File: config.mk
export PLATFORM = sky130hd
export DESIGN_NAME = tcsa_push
export DESIGN_NICKNAME = d
export VERILOG_FILES = /design/src/rtl/core/tcsa_pkg.sv /design/src/rtl/core/tcsa_push.sv
export SDC_FILE = /design/constraint.sdc
export NUM_CORES = 2
export LEC_CHECK = 0
export BUFFER_PORTS_ARGS = -buffer_cell sky130_fd_sc_hd__buf_2
export CAP_MARGIN = 20
export CORE_UTILIZATION = 60
export DETAILED_ROUTE_END_ITERATION = 8
export PLACE_DENSITY = 0.85
export SKIP_CTS_REPAIR_TIMING = 1
export SLEW_MARGIN = 15
export SYNTH_ARGS = -nofsm -noshare
export SYNTH_HDL_FRONTEND = slang
export SYNTH_SLANG_ARGS = --single-unit
File: constraint.sdc
create_clock -name clock -period 20 [get_ports clock]
set_clock_uncertainty 0.1 [all_clocks]
set_input_delay 1 -clock clock [delete_from_list [all_inputs] [get_ports clock]]
set_output_delay 1 -clock clock [all_outputs]
set_load 0.01 [all_outputs]
File: src/rtl/core/tcsa_pkg.sv
// Shared types, register codes and fixed-point helpers for the tone and saturation pipeline.
package tcsa_pkg;

   localparam logic [2:0] CSR_CONTRAST    = 3'd0;
   localparam logic [2:0] CSR_BRIGHTNESS  = 3'd1;
   localparam logic [2:0] CSR_TEMPERATURE = 3'd2;
   localparam logic [2:0] CSR_TINT        = 3'd3;
   localparam logic [2:0] CSR_ZONES       = 3'd4;
   localparam logic [2:0] CSR_SATURATION  = 3'd5;
   localparam logic [2:0] CSR_VIBRANCE    = 3'd6;

   // ceil(2^37 / 100)
   localparam logic [30:0] Recip100 = 31'd1374389535;

   typedef struct packed {
      logic signed [18:0] gain;
      logic signed [18:0] offset;
      logic signed [18:0] warm;
      logic signed [18:0] grn;
      logic [2:0][18:0]   zone_a;
   } tone_cfg_type;

   typedef struct packed {
      logic               en;
      logic signed [18:0] sat_term;
      logic signed [18:0] vib_term;
   } sat_cfg_type;

   // floor(n / 100) for n below 2^24
   function automatic logic [17:0] div100(input logic [23:0] n);
      logic [54:0] p;
      p = 55'(n) * 55'(Recip100);
      return p[54:37];
   endfunction

   // round(x * 2^sh / 100), ties away from zero
   function automatic logic signed [18:0] pct_q(input logic signed [9:0] x,
                                                input logic [4:0] sh);
      logic [8:0]  mag;
      logic [23:0] n;
      logic [17:0] q;
      mag = x[9] ? 9'(-x) : x[8:0];
      n   = (24'(mag) << sh) + 24'd50;
      q   = div100(n);
      return x[9] ? -$signed({1'b0, q}) : $signed({1'b0, q});
   endfunction

   // round(n / 2^16), ties away from zero
   function automatic logic signed [47:0] rq16(input logic signed [47:0] n);
      logic signed [47:0] t;
      t = n + (n[47] ? 48'sd32767 : 48'sd32768);
      return t >>> 16;
   endfunction

endpackage

File: src/rtl/core/tcsa_push.sv
// Saturation and vibrance push away from grey, with the output register.
module tcsa_push (
   input  logic                  clock,
   input  logic                  reset,
   input  logic                  in_valid,
   output logic                  in_ready,
   input  logic [2:0][7:0]       in_chan,
   input  logic [7:0]            in_alpha,
   input  logic [23:0]           in_grey,
   input  logic [16:0]           in_chroma,
   input  tcsa_pkg::sat_cfg_type cfg,
   output logic                  rsp_valid,
   input  logic                  rsp_ready,
   output logic [31:0]           rsp_pixel_out
);
   localparam int Stages = 3;

   logic [Stages-1:0] vld_ff;
   logic [Stages-1:0] adv;

   logic [7:0]         alpha0_ff;
   logic [7:0]         alpha1_ff;
   logic [2:0][7:0]    chan0_ff;
   logic [2:0][7:0]    chan1_ff;
   logic [23:0]        grey0_ff;
   logic [23:0]        grey1_ff;
   logic signed [36:0] vp_in;
   logic signed [36:0] vp_ff;
   logic signed [25:0] diff_in [3];
   logic signed [25:0] diff_ff [3];
   logic signed [45:0] m_in [3];
   logic signed [45:0] m_ff [3];
   logic signed [19:0] scale;
   logic [2:0][7:0]    chan_in;
   logic [31:0]        pixel_ff;

   always_comb begin
      adv[Stages-1] = !vld_ff[Stages-1] || rsp_ready;
      for (int k = Stages - 2; k >= 0; k--) begin
         adv[k] = !vld_ff[k] || adv[k+1];
      end
   end
   assign in_ready = adv[0];

   always_ff @(posedge clock) begin
      if (reset) begin
         vld_ff <= '0;
      end else begin
         if (adv[0]) vld_ff[0] <= in_valid;
         for (int k = 1; k < Stages; k++) begin
            if (adv[k]) vld_ff[k] <= vld_ff[k-1];
         end
      end
   end

   always_comb begin
      logic [16:0]        cterm;
      logic signed [47:0] v;
      cterm = 17'd65536 - in_chroma;
      vp_in = 37'(cfg.vib_term) * 37'($signed({1'b0, cterm}));
      for (int c = 0; c < 3; c++) begin
         diff_in[c] = $signed({2'b0, in_chan[c], 16'b0}) - $signed({2'b0, in_grey});
      end

      scale = 20'sd65536 + 20'(cfg.sat_term) + 20'(tcsa_pkg::rq16(48'(vp_ff)));
      for (int c = 0; c < 3; c++) begin
         m_in[c] = 46'(diff_ff[c]) * 46'(scale);
      end

      for (int c = 0; c < 3; c++) begin
         v = $signed({8'b0, grey1_ff, 16'b0}) + 48'(m_ff[c]) + 48'sd2147483648;
         if (!cfg.en) begin
            chan_in[c] = chan1_ff[c];
         end else if (v[47]) begin
            chan_in[c] = 8'd0;
         end else if (|v[46:40]) begin
            chan_in[c] = 8'd255;
         end else begin
            chan_in[c] = v[39:32];
         end
      end
   end

   always_ff @(posedge clock) begin
      if (adv[0]) begin
         alpha0_ff <= in_alpha;
         chan0_ff  <= in_chan;
         grey0_ff  <= in_grey;
         vp_ff     <= vp_in;
         for (int c = 0; c < 3; c++) diff_ff[c] <= diff_in[c];
      end
      if (adv[1]) begin
         alpha1_ff <= alpha0_ff;
         chan1_ff  <= chan0_ff;
         grey1_ff  <= grey0_ff;
         for (int c = 0; c < 3; c++) m_ff[c] <= m_in[c];
      end
      if (adv[2]) begin
         pixel_ff <= {alpha1_ff, chan_in[2], chan_in[1], chan_in[0]};
      end
   end

   assign rsp_valid     = vld_ff[Stages-1];
   assign rsp_pixel_out = pixel_ff;

endmodule

==> flow_summary.json <==
{
  "cp_max_fo": 46,
  "routabilityCongestion": 0.998,
  "cts_tree": "yes",
  "nFillCells": 8091,
  "die_w_um": 334,
  "core_region_area_sq_um": 109000,
  "numCtsBuffers": 36,
  "fin_crit_sh_pct": 66.5,
  "nNetsFinal": 8772,
  "totalWireLength_um": 172000,
  "antenna_left": 0,
  "synth_top_cell_by_area": "fa_1",
  "clock-sinks": 316,
  "setup_viol": 0,
  "clock_latency_ps": 580,
  "num_vias": 46600,
  "area_delta_synth_final_pct": 5.72,
  "placed_area_sq_um": 68800,
  "post_drt_wl_per_cell_um": 21.0,
  "synth.avg_cell_area_sq_um": 10.0,
  "initial_utilization_pct": 60.7,
  "synth_flop_cell": "edfxtp_1",
  "rows": 121,
  "rsz0062_at_grt": "false",
  "outcome": "finished, final reports clean",
  "mostFrequentLayoutCells": "inv_1, fa_1, nand2_1, ha_1, and2_1",
  "drc": 0,
  "grt_pass1_vias": 51900,
  "crit_path_frequent_cell": "fa_1",
  "die_area_sq_um": 112000,
  "synth_edf_count": 313,
  "syn_nets": 8725,
  "numPortBuffers": 149,
  "drtPass1Iterations": 6,
  "slew_headroom_pct": 22.8,
  "grt_start_max_net_pins": 77,
  "grt_pass1_wl_um": 275000,
  "synth_area_leaders": "fa_1, edfxtp_1, ha_1",
  "avgViaCountPerCell": 5.70,
  "critPathKind": "flip-flop to flip-flop",
  "cpMaxStageDelayCell": "a2111oi_0",
  "ios": 150,
  "syn_area_sq_um": 66300,
  "track_usage_pct": 32.0,
  "antenna_found_initial": 16,
  "end_kind": "flip-flop",
  "period_minus_slack_ps": 13300,
  "cap_violations": 0,
  "die_y_um": 334,
  "slew_violations": 0,
  "required_ps": 20220,
  "hold_viol": 0,
  "synth-seq-cells": 316,
  "crit_path_start": "vp_ff[36]",
  "yosys_warnings": 0,
  "post_route_cells_drive_above_1_share_pct": 5.12,
  "max_stage_delay_ps": 730,
  "dp_hpwl_um": 138000,
  "cts_buffer_depth": 3,
  "synth_cell_types": 74,
  "max_freq_mhz": 75.2,
  "min_from": "alpha1_ff[3]",
  "netlist_instances": 6620,
  "path_clk_slew_ps": 60,
  "cts_max_level": 2,
  "finalSetupTns_ps": 0,
  "final_common_cell": "inv_1",
  "final_area_sq_um": 70100,
  "start_kind": "flip-flop",
  "drt_iter0_drc": 3337,
  "synth_top_cell_area_share_pct": 44.8,
  "grt_overflow": 0,
  "clockRootBuffer": "clkbuf_16",
  "cp_data_arrival_time_ps": 13510,
  "ys_seq_area_share_pct": 14.3,
  "worst_pin_slew_ps": 1150,
  "async_flop_share_pct": 0,
  "hp-class": "flip-flop to flip-flop",
  "timing.rr.start": "vp_ff[36]"
}
==> path summary, 6_finish.rpt <==
path | end | cells after the start | slack [ps]
worst max register to register | m_ff[0][134] | 43 | 6700
worst min register to register | rsp_pixel_out[27] | 0 | 310
worst max-delay path | m_ff[0][134] | 43 | 6700
worst min-delay path | rsp_pixel_out[27] | 0 | 310
==> flip-flops by register name, summed over array words and instances, names as in the netlist <==
name and cells:
alpha0_ff 8, vp_ff 37, rsp_pixel_out 32, grey1_ff 24, chan0_ff 24, alpha1_ff 8, grey0_ff 24, chan1_ff 24
m_ff 90, vld_ff 3, diff_ff 42
==> worst max-delay path: cells and delay by family, from the launching register on <==
kind	cells	cell delay, ps
flops	1	630
compound gates	16	4730
simple gates	7	1430
fa+ha+maj	11	4740
buf+inv	6	930
xor+xnor	3	400
==> cell usage after synthesis, drive strengths merged (9+ instances only) <==
cell type	instances
a211oi	23
a21o	72
a21oi	146
a22oi	10
a31oi	21
and2	469
and3	20
and4	10
clkbuf	210
edfxtp	313
fa	1482
ha	507
inv	1683
nand2	715
nand2b	62
nand3	41
nand4	26
nor2	165
nor2b	49
nor3	43
nor4	13
o211ai	16
o21a	32
o21ai	84
o21bai	15
o221ai	9
or2	24
xnor2	182
xor2	71
==> kinds of logic (layout without fill, tap and decap cells) <==
kind of cell	after synthesis	in the layout	share of synthesized area (%)
muxes	5	5	0.0774
adders and majority gates	1989	1989	54.3
and+or+nand+nor	1662	1662	12.3
xor gates and xnor gates	253	253	3.34
buffers and inverters	1897	1971	10.7
DFF	316	316	14.3
other	0	10	0
AOI/OAI and AO/OA	498	498	4.93
==> stage by stage <==
stage	worst slack (ps)	hold slack (ps)	instances	utilization, %
finish	6700	313	8180	64.2
global route	6080	320	8173	64.2
CTS	6820	314	8167	64.1
detailed placement	6850	305	8102	63.1
global placement	7300	301	8100	63.0
floorplan	8910	300	6620	-
==> area by class of cell <==
class	instances	area [sq um]	share of cell area, %
multi-input cells	4407	49900	71.2
clock inverters	25	250	0.357
repair buffers	222	1330	1.90
diodes	10	25.0	0.0357
inverters	1684	6330	9.03
well taps	1476	1850	2.64
flip-flops and latches	316	9460	13.5
clock buffers	40	916	1.31
==> per-layer routing <==
| layer | GRT usage (%) | wire [um] |
|---|---|---|
| met5 | 0 | 131 |
| met4 | 21.5 | 13600 |
| met3 | 8.06 | 17300 |
| met2 | 53.7 | 82700 |
| met1 | 36.2 | 58100 |
Power is not shown: default switching activity piles up to over one toggle a cycle in this logic, so the estimate is an artifact.
