`src/rtl/core/tcsa_chroma.sv`:
```
// Luma grey, channel max/min and a 4-bit-per-stage chroma divider.
module tcsa_chroma (
   input  logic            clock,
   input  logic            reset,
   input  logic            in_valid,
   output logic            in_ready,
   input  logic [2:0][7:0] in_chan,
   input  logic [7:0]      in_alpha,
   output logic            out_valid,
   input  logic            out_ready,
   output logic [2:0][7:0] out_chan,
   output logic [7:0]      out_alpha,
   output logic [23:0]     out_grey,
   output logic [16:0]     out_chroma
);
   localparam int Stages = 5;

   logic [Stages-1:0]            vld_ff;
   logic [Stages-1:0]            adv;
   logic [Stages-1:0][7:0]       alpha_ff;
   logic [Stages-1:0][2:0][7:0]  chan_ff;
   logic [Stages-1:0][23:0]      grey_ff;
   logic [Stages-1:0][7:0]       hi_ff;
   logic [Stages-1:0]            hi_zero_ff;
   logic [Stages-1:0]            lo_zero_ff;
   logic [Stages-1:0][8:0]       rem_ff;
   logic [Stages-1:0][15:0]      q_ff;

   logic [23:0]            grey_in;
   logic [7:0]             hi_in;
   logic [7:0]             lo_in;
   logic [Stages-1:0][8:0] rem_in;
   logic [Stages-1:0][15:0] q_in;

   always_comb begin
      adv[Stages-1] = !vld_ff[Stages-1] || out_ready;
      for (int k = Stages - 2; k >= 0; k--) begin
         adv[k] = !vld_ff[k] || adv[k+1];
      end
   end
   assign in_ready = adv[0];

   always_ff @(posedge clock) begin
      if (reset) begin
         vld_ff <= '0;
      end else begin
         if (adv[0]) vld_ff[0] <= in_valid;
         for (int k = 1; k < Stages; k++) begin
            if (adv[k]) vld_ff[k] <= vld_ff[k-1];
         end
      end
   end

   always_comb begin
      logic [8:0] r;
      grey_in = 24'(in_chan[0]) * 24'd7471 + 24'(in_chan[1]) * 24'd38470 +
                24'(in_chan[2]) * 24'd19595;
      hi_in = in_chan[0];
      lo_in = in_chan[0];
      for (int c = 1; c < 3; c++) begin
         if (in_chan[c] > hi_in) hi_in = in_chan[c];
         if (in_chan[c] < lo_in) lo_in = in_chan[c];
      end
      rem_in[0] = {1'b0, hi_in - lo_in};
      q_in[0]   = '0;
      for (int k = 1; k < Stages; k++) begin
         r       = rem_ff[k-1];
         q_in[k] = q_ff[k-1];
         for (int j = 0; j < 4; j++) begin
            r       = {r[7:0], 1'b0};
            q_in[k] = {q_in[k][14:0], 1'b0};
            if (r >= {1'b0, hi_ff[k-1]}) begin
               r          = r - {1'b0, hi_ff[k-1]};
               q_in[k][0] = 1'b1;
            end
         end
         rem_in[k] = r;
      end
   end

   always_ff @(posedge clock) begin
      if (adv[0]) begin
         alpha_ff[0]   <= in_alpha;
         chan_ff[0]    <= in_chan;
         grey_ff[0]    <= grey_in;
         hi_ff[0]      <= hi_in;
         hi_zero_ff[0] <= (hi_in == 8'd0);
         lo_zero_ff[0] <= (lo_in == 8'd0);
         rem_ff[0]     <= rem_in[0];
         q_ff[0]       <= q_in[0];
      end
      for (int k = 1; k < Stages; k++) begin
         if (adv[k]) begin
            alpha_ff[k]   <= alpha_ff[k-1];
            chan_ff[k]    <= chan_ff[k-1];
            grey_ff[k]    <= grey_ff[k-1];
            hi_ff[k]      <= hi_ff[k-1];
            hi_zero_ff[k] <= hi_zero_ff[k-1];
            lo_zero_ff[k] <= lo_zero_ff[k-1];
            rem_ff[k]     <= rem_in[k];
            q_ff[k]       <= q_in[k];
         end
      end
   end

   // black gives zero chroma; a zero minimum gives full chroma
   always_comb begin
      if (hi_zero_ff[Stages-1]) begin
         out_chroma = 17'd0;
      end else if (lo_zero_ff[Stages-1]) begin
         out_chroma = 17'd65536;
      end else begin
         out_chroma = {1'b0, q_ff[Stages-1]};
      end
   end

   assign out_valid = vld_ff[Stages-1];
   assign out_chan  = chan_ff[Stages-1];
   assign out_alpha = alpha_ff[Stages-1];
   assign out_grey  = grey_ff[Stages-1];

endmodule

```
`config.mk`:
```
export PLATFORM = sky130hd
export DESIGN_NAME = tcsa_chroma
export DESIGN_NICKNAME = d
export VERILOG_FILES = /design/src/rtl/core/tcsa_chroma.sv
export SDC_FILE = /design/constraint.sdc
export NUM_CORES = 1
export LEC_CHECK = 0
export ABC_AREA = 1
export ABC_CLOCK_PERIOD_IN_PS = 17900
export BUFFER_PORTS_ARGS = -buffer_cell sky130_fd_sc_hd__buf_2
export CAP_MARGIN = 20
export CORE_MARGIN = 3
export CORE_UTILIZATION = 50
export CTS_BUF_LIST = sky130_fd_sc_hd__clkbuf_8
export DETAILED_ROUTE_END_ITERATION = 16
export HOLD_SLACK_MARGIN = 0.05
export PLACE_DENSITY = 0.69
export SYNTH_ARGS = -nofsm -noshare
export SYNTH_HDL_FRONTEND = slang
export SYNTH_SLANG_ARGS = --single-unit
```
`constraint.sdc`:
```
create_clock -name clock -period 17.9 [get_ports clock]
set_clock_uncertainty 0.1 [all_clocks]
set_input_delay 1.79 -clock clock [delete_from_list [all_inputs] [get_ports clock]]
set_output_delay 1.79 -clock clock [all_outputs]
set_load 0.005 [all_outputs]
```
==> results of run 1 <==
==> cell type report <==
| type | instances | area, um2 | share of cell area |
|---|---|---|---|
| Sequential cell | 399 | 11930 | 0.4136 |
| Clock inverter | 49 | 364.1 | 0.01262 |
| Multi-Input combinational cell | 1586 | 12390 | 0.4295 |
| Tap cell | 680 | 850.8 | 0.02949 |
| Inverter | 456 | 1738 | 0.06025 |
| Clock buffer | 71 | 977.2 | 0.03388 |
| Timing Repair Buffer | 116 | 593.1 | 0.02056 |
| Antenna cell | 1 | 2.502 | 0.00008675 |
==> cells by family after synthesis <==
kind of cell / synth area share
AND/OR/NAND/NOR: 0.1155
adder cells (fa/ha/maj): 0.2388
flip-flops: 0.4488
buffers and inverters: 0.08555
AO/OA/AOI/OAI: 0.06823
XOR/XNOR: 0.04315
==> cells in the final DEF (no fill, tap or decap), drive strengths merged <==
cell type	Yosys	final
nor2	115	115
xor2	79	79
nor4	7	7
o21bai	10	10
nand3	81	81
a41oi	2	2
a31oi	7	7
bufinv	0	4
or2	13	13
o21ai	123	123
clkinvlp	0	1
nand4	25	25
nand2	431	431
a21oi	145	145
clkbuf	5	71
nor3	18	18
o311ai	1	1
o21a	9	9
a211oi	2	2
a31o	2	2
inv	453	465
diode	0	1
and3	1	1
a21boi	2	2
a41o	1	1
and2	3	3
clkinv	3	35
o211ai	9	9
dfxtp	5	5
xnor2	52	52
nor3b	2	2
edfxtp	394	394
o31ai	3	3
buf	66	116
ha	309	309
fa	124	124
a21o	10	10
==> registers in the layout (all words and copies together), names as in the netlist, 8 cells and up <==
| signal | count |
|---|---|
| hi_ff | 32 |
| out_chan | 24 |
| q_ff | 40 |
| rem_ff | 32 |
| chan_ff | 96 |
| out_grey | 24 |
| alpha_ff | 32 |
| grey_ff | 96 |
| out_alpha | 8 |
==> metrics by stage <==
step	setup slack [ps]	std cells	utilization	hold WS [ps]	area, um2
after detailed placement	9205	3236	0.5296	304.5	27500
after floorplan	7191	2512	-	300.3	26590
final	9855	3358	0.5555	289.5	28850
after global routing	9394	3358	0.5555	299.6	28850
after CTS	9873	3356	0.5554	286.1	28840
after global placement	9323	3236	0.5296	300.3	27500
==> per-layer routing <==
metal	part of all wire	up-vias	track usage	routed length [um]
met5	0	-	0	0
met4	0.018	0	0.05809	1026
met3	0.050	65	0.03215	2829
met2	0.47	407	0.3342	26460
met1	0.46	8361	0.2853	26250
li1	-	8589	-	-
==> path summary, 6_finish.rpt <==
kind / startpoint / end / slack, ps / cells past startpoint
worst max register to register: hi_ff[1] / rem_ff[9] / 10350 / 41
worst min-delay path: chan_ff[20] / chan_ff[44] / 290 / 0
worst max-delay path: in_chan[11] / grey_ff[22] / 9860 / 28
worst min register to register: chan_ff[20] / chan_ff[44] / 290 / 0
==> run metrics, run 1 <==
initial antenna violation count 1; GP Congestion a little over 0.9; maximum clock rate approximately 120 MHz; run status finished clean; most frequent cells after synthesis inv_1, nand2_1, edfxtp_1; full die area approximately 56000 um2; most frequent CP cell ha_1; Final min period 8045 ps; Post-Synthesis Cells ~2.5k; gr ovfl total 0; boundary pin count about 110; area share of the largest cell type after synthesis 0.4450; die width between 200 and 250 um; synthesized flop and latch total approximately 400; clk slew on worst S/H paths approximately 50 ps; post-synth net total ~3.0k; Max FO, Critical Path 9; CP startpoint kind input port; Slew Viols, Final 0; CP delay by family, top adder cells; area leader, netlist edfxtp_1; Total GRT Usage 0.2047; global-route wire length before repair 91100 um; number of distinct library cells after synthesis 55; CTS tree built; CP Class input port to flip-flop; TNS Setup 0 ps; Hold WC Path Type flip-flop to flip-flop; clock buffer depth 3; Fin. Hold Viols 0; Clock Latency Late Sink ~640 ps; clock sink count 399; syn avg cell area ~11 um2; Synth area leaders edfxtp_1, ha_1, fa_1; Vias/cell 5.188; Initial Util 0.5120; # H-tree levels 3; endpoints failing setup 0; final wirelength roughly 57000 um; worst-margin pin slew 840.4 ps; Yosys warning count 0; Num CTS Buffers 69; Largest stage delay, worst path just over 500 ps; Final ANT Viol Nets 0; DR vias around 17k; DRC viols 0; Post CTS Setup Buffer Count 0; post-cts resize count 0; number of global-route vias before repair between 15k and 20k; DP Wirelength ~44000 um; # fillers 4498; layout overhead on the synthesized area 8.494%; Post-synth EDFFs slightly below 400; WP data required 18180 ps; max cap viols 0; First-pass DRT Iterations 5; die height ~240 um; Rows 83; largest net degree at the start of global routing between 50 and 60; # nets final approximately 3.1k; sequential-to-total area share from yosys stat 0.4488; DR WL/cell around 17 um; critical path's slowest cell fa_1; relative slew slack 0.4398; RSZ-0062 raised after global routing no; First DRT Iteration DRCs roughly 1k; kind of end point of the critical path flip-flop; Synth Flop Type edfxtp_1; port buffer count 110; WP buf/inv 5; Post-CTS Hold Buffers 0; core area 51920 um2; Data arrival, critical path 8330 ps; most frequent cell after synthesis inv_1; Tcrit/Tclk final 0.4494; layout cells sized above 1 0.1083; clock root cell clkbuf_8; Mapped Area ~27000 um2; Async SR Flop Fraction 0
Power of run 1 is not shown: default switching activity piles up to over one toggle a cycle in this logic, so the estimate is an artifact.
==> run 2: changes to the inputs <==
ABC_CLOCK_PERIOD_IN_PS = 6600   (was 17900)
PLACE_DENSITY = 0.71   (was 0.69)
clock period = 6.6 ns   (was 17.9 ns; I/O delays follow)
==> run 2 against run 1 <==
Compared with the run above:
- via count is 12% higher
- die area is the same
- cell count up 13%
- first-iteration DRC count is 1.3% lower
- design area up 17%
- worst hold slack worse by 170 ps
- critical path depth is 16 higher
- critical path type is now flip-flop to flip-flop
==> run metrics, run 2 (synthesized netlist as in run 1, its figures left out) <==
Final min period 6568 ps; CP Class flip-flop to flip-flop; die width about 240 um; clock root cell clkbuf_8; WP data required 6890 ps; Num CTS Buffers 66; DR WL/cell approximately 17 um; DR vias 19.46k; layout overhead on the synthesized area 27.46%; r2r setup slk ~32 ps; gr ovfl total 0; relative slew slack 0.2745; hold wc startpoint in_alpha[2]; DP Cell Count 3596; number of global-route vias before repair between 15k and 20k; Max FO, Critical Path 8; endpoints failing setup 0; Data arrival, critical path between 6000 and 7000 ps; Hold EP alpha_ff[2]; GP Congestion between 0.9 and 1; core area slightly above 50000 um2; R2R Path Start hi_ff[22]; Final ANT Viol Nets 0; final wirelength between 60000 and 70000 um; First-pass DRT Iterations 5; Hold WC Path Type input port to flip-flop; global-route wire length before repair roughly 97000 um; Fin. Hold Viols 0; Total GRT Usage 0.2167; maximum clock rate about 150 MHz; full die area between 50000 and 60000 um2; First DRT Iteration DRCs 1010; Initial Util 0.5120; critical path's slowest cell edfxtp_1; number of stages on the worst hold path 1; clk slew on worst S/H paths roughly 60 ps; CTS tree built; port buffer count 110; clock buffer depth 3; layout cells sized above 1 0.3143; # H-tree levels 3; Rows 83; commonest non-fill, non-tap cells in the layout inv_1, buf_4, edfxtp_1, nand2_1, ha_1; reg2reg end rem_ff[32]; worst-margin pin slew about 1100 ps; Final Util 0.6527; Hold Slack about 120 ps; run status finished clean; CP startpoint kind flip-flop; CP delay by family, top simple AND/OR/NAND/NOR gates; DRC viols 0; TNS Setup 0 ps; most frequent CP cell nand2_2; Largest stage delay, worst path around 360 ps; max cap viols 0; kind of end point of the critical path flip-flop; RSZ-0062 raised after global routing yes; fin cells 3802; initial antenna violation count 2; # nets final around 3.5k; Slew Viols, Final 0; Top Registers chan_ff: 96 flops, grey_ff: 96 flops, q_ff: 40 flops; reg2reg path depth 44; Vias/cell between 5 and 6; commonest non-fill, non-tap cell in the layout inv_1; clock sink count about 400; largest net degree at the start of global routing 84; Clock Latency Late Sink between 600 and 700 ps; WP buf/inv 7; die height 236.6 um; Tcrit/Tclk final 0.9952; DP Wirelength roughly 48000 um; boundary pin count ~110
[run 2: cell count changes in the layout (fill, tap and decap cells not counted), sizes merged]
cell         change
bufinv           -2
clkinvlp         +9
nand3            +1
clkbuf           -3
buf            +439
clkinv          -15
dlygate4sd3      +4
inv              +9
nand2            +2
[run 2: final cells by class]
class                           count  area, um2
Fill cell                        4003      18040
Multi-Input combinational cell   1589      14030
Sequential cell                   399      11930
Timing Repair Buffer              560       4059
Inverter                          456       1768
Clock buffer                       67      922.1
Tap cell                          680      850.8
Clock inverter                     49      311.5
Timing Repair inverter              1      11.26
Antenna cell                        1      2.502
[run 2: through the flow]
stage | area [um2] | worst slack (ps)
after floorplan | 26640 | -134.2
after global placement | 30260 | -480.8
after detailed placement | 30260 | -615.6
after CTS | 31770 | 3.434
after global routing | 33890 | -402.5
final | 33890 | 31.65
[run 2: worst max path at each step]
stage	from	slack, ps	to	depth (start not counted)
detailed placement	in_chan[14]	-620	grey_ff[23]	28
finish	hi_ff[22]	30	rem_ff[32]	44
global placement	in_chan[14]	-480	grey_ff[22]	28
global route	rem_ff[20]	-400	rem_ff[32]	46
CTS	hi_ff[20]	3	rem_ff[30]	47
floorplan	out_ready	-130	alpha_ff[10]	8
[run 2: repair_timing]
item	4_1_cts	5_1_grt
buffers inserted	16	65
endpoints found under the setup margin	28	37
hold buffers	4	0
resized for setup	44	319
endpoints found under the hold margin	4	0
cloned	1	4
pin swaps	14	144
[run 2: routing by layer]
metal / share of wire / global-route usage
met1: 0.43 / 0.2906
met2: 0.49 / 0.3645
met3: 0.057 / 0.04018
met4: 0.021 / 0.05644
met5: 0 / 0
Power of run 2 is left out for the same reason.
==> run 3: changes to the inputs <==
==> constraint.sdc (replaced) <==
create_clock -name clock -period 6.6 [get_ports clock]
set_clock_uncertainty 0.1 [all_clocks]
set_input_delay 0.33 -clock clock [delete_from_list [all_inputs] [get_ports clock]]
set_output_delay 0.33 -clock clock [all_outputs]
set_load 0.005 [all_outputs]
==> run 3 against run 2 <==
Compared with the run above:
- clock-buffer cell count up 2
- die area did not move
- largest cell class unchanged
- utilization decreased by 1.6 points
- non-clock buffer count decreased by 53
==> run metrics, run 3 (synthesized netlist as in run 1, its figures left out) <==
core area 51920 um2; initial antenna violation count 1; commonest non-fill, non-tap cell in the layout inv_1; r2r setup slk 200 ps; Slew Viols, Final 0; die height about 240 um; WP data required 6900 ps; Clock Latency Late Sink between 600 and 700 ps; clk slew on worst S/H paths about 60 ps; Fin. Hold Viols 0; R2R Path Start rem_ff[27]; global-route wire length before repair approximately 97000 um; boundary pin count around 110; layout cells sized above 1 0.2721; reg2reg path depth 41; Initial Util 0.5120; Num CTS Buffers 69; CP startpoint kind input port; layout overhead on the synthesized area 24.24%; max cap viols 0; port buffer count 110; Total GRT Usage 0.2144; setup ws final roughly 120 ps; worst-margin pin slew ~1100 ps; Data arrival, critical path about 6800 ps; # H-tree levels 3; final wirelength between 60000 and 70000 um; run status finished clean; maximum clock rate about 150 MHz; worst slack at placement -337.6 ps; clock buffer depth 3; DP Wirelength about 47000 um; number of stages on the worst hold path 2; DR vias 19.25k; CTS tree built; GP Congestion roughly 0.94; die width about 240 um; Tcrit/Tclk final 0.9822; Final ANT Viol Nets 0; DP Cell Count ~3.5k; largest net degree at the start of global routing 76; CP Class input port to flip-flop; clock root cell clkbuf_8; DR WL/cell between 15 and 20 um; Rows 83; Hold EP alpha_ff[1]; Hold WC Path Type input port to flip-flop; Max FO, Critical Path 5; reg2reg end q_ff[64]; kind of end point of the critical path flip-flop; hold wc startpoint in_alpha[1]; relative slew slack 0.2913; # nets final about 3.5k; commonest non-fill, non-tap cells in the layout inv_1, edfxtp_1, nand2_1, buf_4, ha_1; fin cells between 3k and 4k; number of global-route vias before repair between 15k and 20k; endpoints failing setup 0; full die area 55980 um2; Vias/cell roughly 5; clock sink count between 300 and 400; gr ovfl total 0; Top Registers chan_ff: 96 flops, grey_ff: 96 flops, q_ff: 40 flops; First-pass DRT Iterations 5; Final Util 0.6362; DRC viols 0; Final min period about 6500 ps; First DRT Iteration DRCs around 1k
## run 3: cell types whose count changed in the layout (fill, tap and decap cells not counted), moves of 6 or more
cell           delta
o21ai_4           -7
ha_4             -17
nand2_2          -19
nand2_1          +31
clkinv_1          +9
dlygate4sd3_1    +30
buf_6             -9
buf_4            -73
inv_2            -11
nand2_4          -13
ha_1             +14
nor2_4            -6
## run 3: layout make-up
class                           instances  area, um2
Timing Repair inverter                  1      7.507
Antenna cell                            1      2.502
Clock buffer                           69      949.7
Fill cell                            4051      18890
Timing Repair Buffer                  507       3685
Sequential cell                       399      11930
Tap cell                              680      850.8
Multi-Input combinational cell       1587      13480
Clock inverter                         53      375.4
Inverter                              456       1754
## run 3: repair_timing
item | in CTS | in global routing
setup endpoints to repair | 26 | 37
setup buffers | 6 | 41
hold endpoints to repair | 38 | 0
pin swaps | 3 | 74
cloned | 0 | 2
hold buffers | 34 | 0
gates resized for setup | 18 | 231
## run 3: how the worst max path moves through the flow
stage,slack [ps],cells after the start,to,start
CTS,1,40,q_ff[64],hi_ff[25]
global route,-130,42,q_ff[64],rem_ff[27]
global placement,-150,28,grey_ff[22],in_chan[14]
floorplan,50,9,alpha_ff[10],vld_ff[4]
detailed placement,-340,33,grey_ff[22],in_chan[10]
finish,120,27,grey_ff[22],in_chan[12]
## run 3: per-layer routing
layer,track usage,vias to the layer above,part of all wire
li1,-,9377,-
met1,0.2843,9276,0.44
met2,0.3581,492,0.49
met3,0.04298,106,0.055
met4,0.06359,0,0.024
met5,0,-,0
## run 3: critical path, cell delays in order
cell	delay, ps
buf_2	130
dlygate4sd3_1	560
buf_4	160
inv_1	110
fa_1	510
fa_1	520
inv_1	60
fa_1	470
ha_1	380
a21oi_2	190
a21boi_2	210
o21ai_0	110
xor2_1	160
ha_1	280
inv_1	40
fa_1	480
inv_1	60
fa_1	470
ha_1	350
nand2_1	120
nor4_2	400
nand4_1	200
nand3_1	150
a21oi_1	80
nor2_1	80
nor2_1	50
xnor2_1	110
## run 3: through the flow
stage / setup TNS (ps) / area (um2) / hold WS (ps)
after floorplan: 0 / 26630 / 299.1
after global placement: -727.7 / 29890 / 300.8
after detailed placement: -6215 / 29890 / 304.5
after CTS: 0 / 31660 / 229.5
after global routing: -1486 / 33030 / 252.9
final: 0 / 33030 / 294.2
Power of run 3 is left out for the same reason.
